`src/rtl/lac_pkg.sv`:
```
// ----------------------------------------------------------------------------
// lac_pkg
// Shared types and constants for the layer alpha converter.
// ----------------------------------------------------------------------------
`default_nettype none

package lac_pkg;

    localparam int ALPHA_LAYERS = 3;
    localparam int PIXEL_FIELDS = 3;
    localparam int ALPHA_W      = 8;
    localparam int LC_W         = 3;
    localparam int CFG_IDX_W    = 1;
    localparam int CFG_DATA_W   = 3;
    localparam int DIV_STEPS    = 4;
    localparam int NSTAGE       = DIV_STEPS + 2;

    localparam logic [ALPHA_W-1:0] FULL_ALPHA = 8'hFF;

    typedef logic [ALPHA_W-1:0]                    alpha_t;
    typedef logic [PIXEL_FIELDS-1:0][ALPHA_W-1:0]  alpha_vec_t;
    typedef logic [NSTAGE-1:0]                     stage_en_t;

    typedef enum logic {
        DIR_TO_SHARE   = 1'b0,
        DIR_TO_STACKED = 1'b1
    } dir_t;

    typedef enum logic [CFG_IDX_W-1:0] {
        REG_LAYER_COUNT = 1'b0,
        REG_DIRECTION   = 1'b1
    } cfg_reg_t;

    typedef struct packed {
        logic       bypass;
        dir_t       dir;
        alpha_vec_t alpha;
    } meta_t;

endpackage

`default_nettype wire

```
`src/rtl/lac_pipe.sv`:
```
// ----------------------------------------------------------------------------
// lac_pipe
// Stage valid bits, per-stage advance enables and per-item control.
// ----------------------------------------------------------------------------
`default_nettype none

module lac_pipe (
    input  wire logic               clk,
    input  wire logic               rst_n,
    input  wire logic               in_valid,
    output logic                    in_ready,
    input  wire lac_pkg::meta_t     meta_in,
    output logic                    out_valid,
    input  wire logic               out_ready,
    output lac_pkg::meta_t          meta_out,
    output lac_pkg::stage_en_t      en
);
    import lac_pkg::*;

    logic [NSTAGE-1:0] valid_reg;
    meta_t             meta_reg [NSTAGE];

    assign en[NSTAGE-1] = ~valid_reg[NSTAGE-1] | out_ready;

    for (genvar i = 0; i < NSTAGE - 1; i++) begin : g_en
        assign en[i] = ~valid_reg[i] | en[i+1];
    end

    for (genvar i = 0; i < NSTAGE; i++) begin : g_stage
        if (i == 0) begin : g_first
            always_ff @(posedge clk or negedge rst_n)
            begin
                if (!rst_n)
                begin
                    valid_reg[i] <= 1'b0;
                end
                else if (en[i])
                begin
                    valid_reg[i] <= in_valid;
                end
            end

            always_ff @(posedge clk)
            begin
                if (en[i])
                begin
                    meta_reg[i] <= meta_in;
                end
            end
        end
        else begin : g_rest
            always_ff @(posedge clk or negedge rst_n)
            begin
                if (!rst_n)
                begin
                    valid_reg[i] <= 1'b0;
                end
                else if (en[i])
                begin
                    valid_reg[i] <= valid_reg[i-1];
                end
            end

            always_ff @(posedge clk)
            begin
                if (en[i])
                begin
                    meta_reg[i] <= meta_reg[i-1];
                end
            end
        end
    end

    assign in_ready  = en[0];
    assign out_valid = valid_reg[NSTAGE-1];
    assign meta_out  = meta_reg[NSTAGE-1];

    a_full_stall: assert property (@(posedge clk) disable iff (!rst_n)
        (&valid_reg) && !out_ready |-> !in_ready)
        else $error("input taken while every stage is full and stalled");

    a_accept_lands: assert property (@(posedge clk) disable iff (!rst_n)
        in_valid && in_ready |=> valid_reg[0])
        else $error("accepted item did not land in first stage");

    a_stall_holds: assert property (@(posedge clk) disable iff (!rst_n)
        valid_reg[NSTAGE-1] && !out_ready |=> valid_reg[NSTAGE-1])
        else $error("stalled result dropped");

endmodule

`default_nettype wire

```
`src/rtl/lac_fwd.sv`:
```
// ----------------------------------------------------------------------------
// lac_fwd
// Stacked-to-share chain: multiply by visibility, round by 255, subtract.
// ----------------------------------------------------------------------------
`default_nettype none

module lac_fwd (
    input  wire logic                clk,
    input  wire lac_pkg::stage_en_t  en,
    input  wire lac_pkg::alpha_vec_t src,
    output lac_pkg::alpha_vec_t      res
);
    import lac_pkg::*;

    function automatic alpha_t div255_cap(input logic [15:0] p, input alpha_t vis);
        logic [16:0] x;
        logic [24:0] y;
        logic [8:0]  q;
        x = {1'b0, p} + 17'd128;
        y = {x, 8'b0} + {8'b0, x};
        q = y[24:16];
        return (q > {1'b0, vis}) ? vis : q[7:0];
    endfunction

    logic [15:0] p2_reg, p1_reg, p0_reg;
    alpha_t      s1_reg [2];
    alpha_t      s0_reg [4];
    alpha_t      vis_reg [2:5];
    alpha_t      v2_reg [2:6];
    alpha_t      v1_reg [4:6];
    alpha_t      v0_reg;
    alpha_t      v2_next, v1_next;

    assign v2_next = div255_cap(p2_reg, FULL_ALPHA);
    assign v1_next = div255_cap(p1_reg, vis_reg[3]);

    always_ff @(posedge clk)
    begin
        if (en[0])
        begin
            p2_reg    <= {8'b0, src[2]} * {8'b0, FULL_ALPHA};
            s1_reg[0] <= src[1];
            s0_reg[0] <= src[0];
        end
        if (en[1])
        begin
            v2_reg[2]  <= v2_next;
            vis_reg[2] <= FULL_ALPHA - v2_next;
            s1_reg[1]  <= s1_reg[0];
            s0_reg[1]  <= s0_reg[0];
        end
        if (en[2])
        begin
            p1_reg     <= {8'b0, s1_reg[1]} * {8'b0, vis_reg[2]};
            v2_reg[3]  <= v2_reg[2];
            vis_reg[3] <= vis_reg[2];
            s0_reg[2]  <= s0_reg[1];
        end
        if (en[3])
        begin
            v2_reg[4]  <= v2_reg[3];
            v1_reg[4]  <= v1_next;
            vis_reg[4] <= vis_reg[3] - v1_next;
            s0_reg[3]  <= s0_reg[2];
        end
        if (en[4])
        begin
            p0_reg     <= {8'b0, s0_reg[3]} * {8'b0, vis_reg[4]};
            v2_reg[5]  <= v2_reg[4];
            v1_reg[5]  <= v1_reg[4];
            vis_reg[5] <= vis_reg[4];
        end
        if (en[5])
        begin
            v2_reg[6] <= v2_reg[5];
            v1_reg[6] <= v1_reg[5];
            v0_reg    <= div255_cap(p0_reg, vis_reg[5]);
        end
    end

    assign res[2] = v2_reg[6];
    assign res[1] = v1_reg[6];
    assign res[0] = v0_reg;

endmodule

`default_nettype wire

```
`src/rtl/lac_rev.sv`:
```
// ----------------------------------------------------------------------------
// lac_rev
// Share-to-stacked lanes: pipelined restoring divide by remaining visibility.
// ----------------------------------------------------------------------------
`default_nettype none

module lac_rev (
    input  wire logic                clk,
    input  wire lac_pkg::stage_en_t  en,
    input  wire lac_pkg::alpha_vec_t src,
    output lac_pkg::alpha_vec_t      res,
    output logic                     sat
);
    import lac_pkg::*;

    localparam int BITS_PER_STEP = ALPHA_W / DIV_STEPS;
    localparam int NUM_W         = 2 * ALPHA_W;

    typedef struct packed {
        logic              act;
        logic              ovf;
        alpha_t            den;
        logic [NUM_W-1:0]  rem;
        alpha_t            quo;
    } div_t;

    function automatic div_t div_bits(input div_t d, input int hi);
        div_t             r;
        logic [NUM_W-1:0] sub;
        int               pos;
        r = d;
        for (int b = 0; b < BITS_PER_STEP; b++)
        begin
            pos = hi - b;
            sub = {{ALPHA_W{1'b0}}, r.den} << pos;
            if (r.rem >= sub)
            begin
                r.rem      = r.rem - sub;
                r.quo[pos] = 1'b1;
            end
        end
        return r;
    endfunction

    div_t                    div_reg [DIV_STEPS+1][PIXEL_FIELDS];
    logic [PIXEL_FIELDS-1:0] act_c;
    alpha_t                  den_c [PIXEL_FIELDS];
    alpha_vec_t              res_reg;
    logic [PIXEL_FIELDS-1:0] sat_reg;

    always_comb
    begin
        alpha_t vis;
        logic   live;
        vis  = FULL_ALPHA;
        live = 1'b1;
        for (int k = PIXEL_FIELDS - 1; k >= 0; k--)
        begin
            act_c[k] = live;
            den_c[k] = vis;
            if (live)
            begin
                if (src[k] >= vis)
                begin
                    live = 1'b0;
                end
                else
                begin
                    vis = vis - src[k];
                end
            end
        end
    end

    for (genvar k = 0; k < PIXEL_FIELDS; k++) begin : g_layer
        logic [NUM_W-1:0] num;
        logic [NUM_W-1:0] rnd_lim;
        logic [ALPHA_W:0] sum;
        div_t             last;

        assign num = {src[k], {ALPHA_W{1'b0}}} - {{ALPHA_W{1'b0}}, src[k]};

        always_ff @(posedge clk)
        begin
            if (en[0])
            begin
                div_reg[0][k].act <= act_c[k];
                div_reg[0][k].ovf <= num >= {den_c[k], {ALPHA_W{1'b0}}};
                div_reg[0][k].den <= den_c[k];
                div_reg[0][k].rem <= num;
                div_reg[0][k].quo <= '0;
            end
        end

        for (genvar j = 1; j <= DIV_STEPS; j++) begin : g_step
            always_ff @(posedge clk)
            begin
                if (en[j])
                begin
                    div_reg[j][k] <= div_bits(div_reg[j-1][k],
                                              ALPHA_W - 1 - (j - 1) * BITS_PER_STEP);
                end
            end
        end

        assign last    = div_reg[DIV_STEPS][k];
        assign rnd_lim = {{ALPHA_W{1'b0}}, last.den >> 1};
        assign sum     = {1'b0, last.quo} + {{ALPHA_W{1'b0}}, last.rem > rnd_lim};

        always_ff @(posedge clk)
        begin
            if (en[DIV_STEPS+1])
            begin
                if (!last.act)
                begin
                    res_reg[k] <= '0;
                    sat_reg[k] <= 1'b0;
                end
                else if (last.ovf || sum[ALPHA_W])
                begin
                    res_reg[k] <= FULL_ALPHA;
                    sat_reg[k] <= 1'b1;
                end
                else
                begin
                    res_reg[k] <= sum[ALPHA_W-1:0];
                    sat_reg[k] <= 1'b0;
                end
            end
        end
    end

    assign res = res_reg;
    assign sat = |sat_reg;

endmodule

`default_nettype wire

```
`src/rtl/layer_alpha_convert.sv`:
```
// ----------------------------------------------------------------------------
// layer_alpha_convert
// Converts the three layer alphas of a pixel between stacked and share form.
// ----------------------------------------------------------------------------
// Six-stage pipeline: one item per clock while not every stage is full and stalled.
// An item enters stage 0 at the edge that accepts it and its result is offered
// from stage 5. Depth is set by the stacked-to-share chain, three dependent
// multiply and round-by-255 steps of two stages each; the share-to-stacked
// divider runs beside it with two quotient bits per stage. Stages advance on
// their own, so in_ready follows out_ready and the occupancy of the stages.
// Write layer_count and direction only while no item is in flight.
// ----------------------------------------------------------------------------
`default_nettype none

module layer_alpha_convert (
    input  wire logic                               clk,
    input  wire logic                               rst_n,
    input  wire logic                               cfg_we,
    input  wire logic [lac_pkg::CFG_IDX_W-1:0]      cfg_index,
    input  wire logic [lac_pkg::CFG_DATA_W-1:0]     cfg_data,
    input  wire logic                               in_valid,
    output logic                                    in_ready,
    input  wire logic [lac_pkg::ALPHA_W-1:0]        alpha_0,
    input  wire logic [lac_pkg::ALPHA_W-1:0]        alpha_1,
    input  wire logic [lac_pkg::ALPHA_W-1:0]        alpha_2,
    output logic                                    out_valid,
    input  wire logic                               out_ready,
    output logic [lac_pkg::ALPHA_W-1:0]             out_0,
    output logic [lac_pkg::ALPHA_W-1:0]             out_1,
    output logic [lac_pkg::ALPHA_W-1:0]             out_2,
    output logic                                    saturated
);
    import lac_pkg::*;

    logic [LC_W-1:0] layer_count_reg;
    dir_t            direction_reg;
    alpha_vec_t      raw;
    alpha_vec_t      src;
    alpha_vec_t      fwd_res;
    alpha_vec_t      rev_res;
    alpha_vec_t      final_res;
    logic            rev_sat;
    meta_t           meta_in;
    meta_t           meta_out;
    stage_en_t       en;

    always_ff @(posedge clk or negedge rst_n)
    begin
        if (!rst_n)
        begin
            layer_count_reg <= LC_W'(1);
            direction_reg   <= DIR_TO_SHARE;
        end
        else if (cfg_we)
        begin
            unique case (cfg_reg_t'(cfg_index))
                REG_LAYER_COUNT: layer_count_reg <= cfg_data[LC_W-1:0];
                REG_DIRECTION:   direction_reg   <= dir_t'(cfg_data[0]);
            endcase
        end
    end

    assign raw[0] = alpha_0;
    assign raw[1] = alpha_1;
    assign raw[2] = alpha_2;

    // drop layers above the top used one
    always_comb
    begin
        for (int k = 0; k < PIXEL_FIELDS; k++)
        begin
            if (k < ALPHA_LAYERS && LC_W'(k + 1) < layer_count_reg)
            begin
                src[k] = raw[k];
            end
            else
            begin
                src[k] = '0;
            end
        end
    end

    assign meta_in.bypass = layer_count_reg < LC_W'(2);
    assign meta_in.dir    = direction_reg;
    assign meta_in.alpha  = raw;

    lac_pipe u_pipe (
        .clk       (clk),
        .rst_n     (rst_n),
        .in_valid  (in_valid),
        .in_ready  (in_ready),
        .meta_in   (meta_in),
        .out_valid (out_valid),
        .out_ready (out_ready),
        .meta_out  (meta_out),
        .en        (en)
    );

    lac_fwd u_fwd (
        .clk (clk),
        .en  (en),
        .src (src),
        .res (fwd_res)
    );

    lac_rev u_rev (
        .clk (clk),
        .en  (en),
        .src (src),
        .res (rev_res),
        .sat (rev_sat)
    );

    always_comb
    begin
        if (meta_out.bypass)
        begin
            final_res = meta_out.alpha;
            saturated = 1'b0;
        end
        else if (meta_out.dir == DIR_TO_STACKED)
        begin
            final_res = rev_res;
            saturated = rev_sat;
        end
        else
        begin
            final_res = fwd_res;
            saturated = 1'b0;
        end
    end

    assign out_0 = final_res[0];
    assign out_1 = final_res[1];
    assign out_2 = final_res[2];

    a_sat_reverse_only: assert property (@(posedge clk) disable iff (!rst_n)
        out_valid && saturated |-> !meta_out.bypass && meta_out.dir == DIR_TO_STACKED)
        else $error("saturation flagged outside share-to-stacked conversion");

    a_share_budget: assert property (@(posedge clk) disable iff (!rst_n)
        out_valid && !meta_out.bypass && meta_out.dir == DIR_TO_SHARE |->
        ({2'b0, fwd_res[0]} + {2'b0, fwd_res[1]} + {2'b0, fwd_res[2]}) <= 10'd255)
        else $error("shares exceed full visibility");

endmodule

`default_nettype wire

```
`config.mk`:
```
export PLATFORM = sky130hd
export DESIGN_NAME = layer_alpha_convert
export DESIGN_NICKNAME = d
export VERILOG_FILES = /design/src/rtl/lac_pkg.sv /design/src/rtl/lac_pipe.sv /design/src/rtl/lac_fwd.sv /design/src/rtl/lac_rev.sv /design/src/rtl/layer_alpha_convert.sv
export SDC_FILE = /design/constraint.sdc
export NUM_CORES = 2
export LEC_CHECK = 0
export BUFFER_PORTS_ARGS = -buffer_cell sky130_fd_sc_hd__buf_2
export CAP_MARGIN = 20
export CELL_PAD_IN_SITES_DETAIL_PLACEMENT = 0
export CELL_PAD_IN_SITES_GLOBAL_PLACEMENT = 1
export CORE_ASPECT_RATIO = 1.4
export CORE_MARGIN = 8
export CORE_UTILIZATION = 45
export DETAILED_ROUTE_END_ITERATION = 6
export PLACE_DENSITY_LB_ADDON = 0.2
export SETUP_SLACK_MARGIN = 0.3
export SLEW_MARGIN = 25
export SYNTH_ARGS = -nofsm -noshare
export SYNTH_HDL_FRONTEND = slang
export SYNTH_HIERARCHICAL = 1
export SYNTH_SLANG_ARGS = --single-unit
```
`constraint.sdc`:
```
create_clock -name clk -period 9.58 [get_ports clk]
set_clock_uncertainty 0.15 [all_clocks]
set_input_delay 0.958 -clock clk [delete_from_list [all_inputs] [get_ports clk]]
set_output_delay 0.958 -clock clk [all_outputs]
set_load 0.01 [all_outputs]
```
==> key figures <==
GRT
  – Gr usage total: 0.175
  – Antenna violations before repair: 10
  – First-pass GRT wire length: about 160 mm
  – Overflow left after global routing: 0
  – Number of global-route vias before repair: 30,000
  – Largest net degree at the start of global routing: 87

Cells and area
  – Fin cells: 5,543
  – Max reg flops: 396
  – Most common cell after layout, fill and taps aside: edfxtp_1
  – Layout cells sized above 1: 0.0783
  – Area grow syn2layout: 9.44%
  – Fillers: just over 9,000
  – Commonest cells after routing, fill and taps aside: edfxtp_1 (779), inv_1 (387), nand2_1 (339)
  – Final nets: about 4,600

STA
  – Final setup vio count: 0
  – Aggregate negative setup slack: 0 ps
  – Hold Fails Final Rpt: 0
  – Worst-Margin Slew: roughly 990 ps
  – Unrepaired setup endpoints after global routing: false
  – Fin worst setup slack: 2880 ps
  – Min cycle time layout: ~6700 ps
  – Crit share post-route: 0.699
  – Slew headroom: 0.339
  – Hold WS: 264 ps
  – Max-slew violations: 0
  – Fmax: 149 MHz

Placed design
  – Placer Congestion: roughly 0.86
  – Place WS: just under 3000 ps
  – IO Port Bufs: just under 60
  – Dpl cells: 5,394
  – Post-DP HPWL: a little under 80 mm

Clock network
  – Clock Tree Root: clkbuf_16
  – Clock-pin slew of the registers on the worst-case setup and hold paths: around 60 ps
  – CTS tree: yes
  – Post-CTS resize count: 0
  – Post-CTS Setup Inserts: 0
  – CTS H-tree depth: 3
  – Clock Path Buffers: 3
  – Clk_lat worst skew: approximately 650 ps
  – CTS Buf Count: roughly 80
  – Clock Sinks: 789

Floorplanning
  – Core Region: 104,000 um^2
  – DIE WIDTH: 288 um
  – Starting Density: 0.452
  – Row Count: 140
  – Die Area: roughly 110,000 um^2
  – Top-level port count: 60
  – Die height: 397 um

Synth
  – Seq cells post-synth: 789
  – Area of the mapped netlist: between 40,000 and 50,000 um^2
  – Syn_nets: 4,550
  – Ys Warns: 6
  – Yosys cell types: ~120
  – Yosys top cell by area: edfxtp_1
  – Synth Flop Type: edfxtp_1
  – Post-synthesis area per instance: 11.5 um^2
  – Post-synth ARST share: 0.0127
  – Number of flops mapped to enable cells by yosys: approximately 780
  – Synth top area share: 0.500
  – Top cells by area, synth: edfxtp_1 (50%), ha_1 (9.0%), fa_1 (5.1%), inv_1 (3.1%), xnor2_1 (2.9%)
  – Post-Synthesis Cells: just over 4,000
  – Seq/Total Area, Yosys: 0.506

Setup path
  – Critical path's slowest cell: edfxtp_1
  – Critical path required time: between 9000 and 10,000 ps
  – CP dominant cell by count: ha_1
  – CP peak stage delay: roughly 480 ps
  – Critical path capture point type: flop
  – Crit path launch type: flop
  – Crit Path Category: flop to flop
  – Critical Path AT: ~6900 ps
  – Crit Path Max Fanout: 25

Status
  – Status: complete, no violations

Drt
  – Wire per inst: about 18 um
  – Vias: just under 30,000
  – DRC viols: 0
  – Drt total wl: 99.7 mm
  – Vias/cell: 5.31
  – Antenna-violating nets left: 0
  – TritonRoute pass-1 iters: 6
  – Starting DRT DRC Count: 1,388

Job
  – Max_cap viols: 0

Worst hold path
  – Hold WC Path Type: flop to flop
Yosys cell counts, types with 19 or more instances:
| master | n |
|---|---|
| mux2_2 | 45 |
| or3_1 | 35 |
| a31oi_1 | 24 |
| a211oi_1 | 24 |
| clkbuf_1 | 61 |
| nand3_1 | 85 |
| nand2b_1 | 42 |
| nor2_1 | 222 |
| fa_1 | 120 |
| nand2_1 | 341 |
| and3_1 | 34 |
| a21o_1 | 57 |
| nor2b_1 | 70 |
| a21boi_0 | 39 |
| or2_2 | 22 |
| nor3_1 | 93 |
| inv_1 | 388 |
| o31ai_1 | 22 |
| xor2_1 | 98 |
| buf_4 | 19 |
| ha_1 | 338 |
| o21ai_1 | 35 |
| xnor2_1 | 157 |
| o21a_1 | 42 |
| mux2i_1 | 55 |
| o21ai_0 | 171 |
| and2_1 | 109 |
| edfxtp_1 | 779 |
| a21oi_1 | 157 |
| nand4_1 | 49 |
| nor4_1 | 27 |
through the flow:
| stage | util | cell area [um^2] |
|---|---|---|
| 3_3_place_gp | 0.468 | 48500 |
| 5_1_grt | 0.494 | 51200 |
| 4_1_cts | 0.494 | 51100 |
| 3_5_place_dp | 0.469 | 48500 |
| 6_report | 0.494 | 51200 |
| 2_1_floorplan | - | 46700 |
worst max-delay path: cells and delay by family (launching register included):
| kind | cells | cell delay [ps] |
|---|---|---|
| and+or+nand+nor | 7 | 970 |
| adders and majority gates | 5 | 1390 |
| DFF | 1 | 480 |
| buffers and inverters | 3 | 590 |
| AOI/OAI and AO/OA | 9 | 1750 |
| xor gates and xnor gates | 3 | 770 |
| muxes | 1 | 320 |
layout make-up:
cell class / count / area, um^2 / area share
multi-input combinational: 2777 / 21200 / 0.414
antenna: 4 / 10.0 / 0.000196
sequential: 789 / 23600 / 0.462
clock inverter: 56 / 569 / 0.0111
inverter: 397 / 1500 / 0.0292
clock buffer: 86 / 2000 / 0.0392
tap: 1349 / 1690 / 0.0330
timing repair buffer: 85 / 573 / 0.0112
metal layers:
layer  up-vias  routed length (um)  GRT usage  part of all wire
met5         -                  54          0           0.00054
met4         8                3080     0.0624             0.031
met3       171                4160     0.0342             0.042
met2       416               51600      0.322              0.52
met1     14000               40800      0.199              0.41
li1      14800                   -          -                 -
repair_timing:
item	4_1_cts	5_1_grt
hold endpoints to repair	9	0
setup endpoints to repair	0	0
hold buffers	1	0
kinds of logic after synthesis:
| group | share of synthesized area |
|---|---|
| flops | 0.506 |
| compound gates | 0.102 |
| xor+xnor | 0.0487 |
| fa+ha+maj | 0.142 |
| buf+inv | 0.0423 |
| simple gates | 0.134 |
| mux | 0.0245 |
path summary, 6_finish.rpt:
check	startpoint	to	slack, ps	cells after the start
min	u_pipe/meta_reg[4][0]	u_pipe/meta_reg[5][0]	260	0
max in group asynchronous	rst_n	layer_count_reg[0]	8420	2
max	u_fwd/p1_reg[7]	u_fwd/vis_reg[2][5]	2880	28
min reg2reg	u_pipe/meta_reg[4][0]	u_pipe/meta_reg[5][0]	260	0
min in group asynchronous	rst_n	layer_count_reg[2]	570	2
max reg2reg	u_fwd/p1_reg[7]	u_fwd/vis_reg[2][5]	2880	28
Power is not shown: default switching activity piles up to over one toggle a cycle in this logic, so the estimate is an artifact.
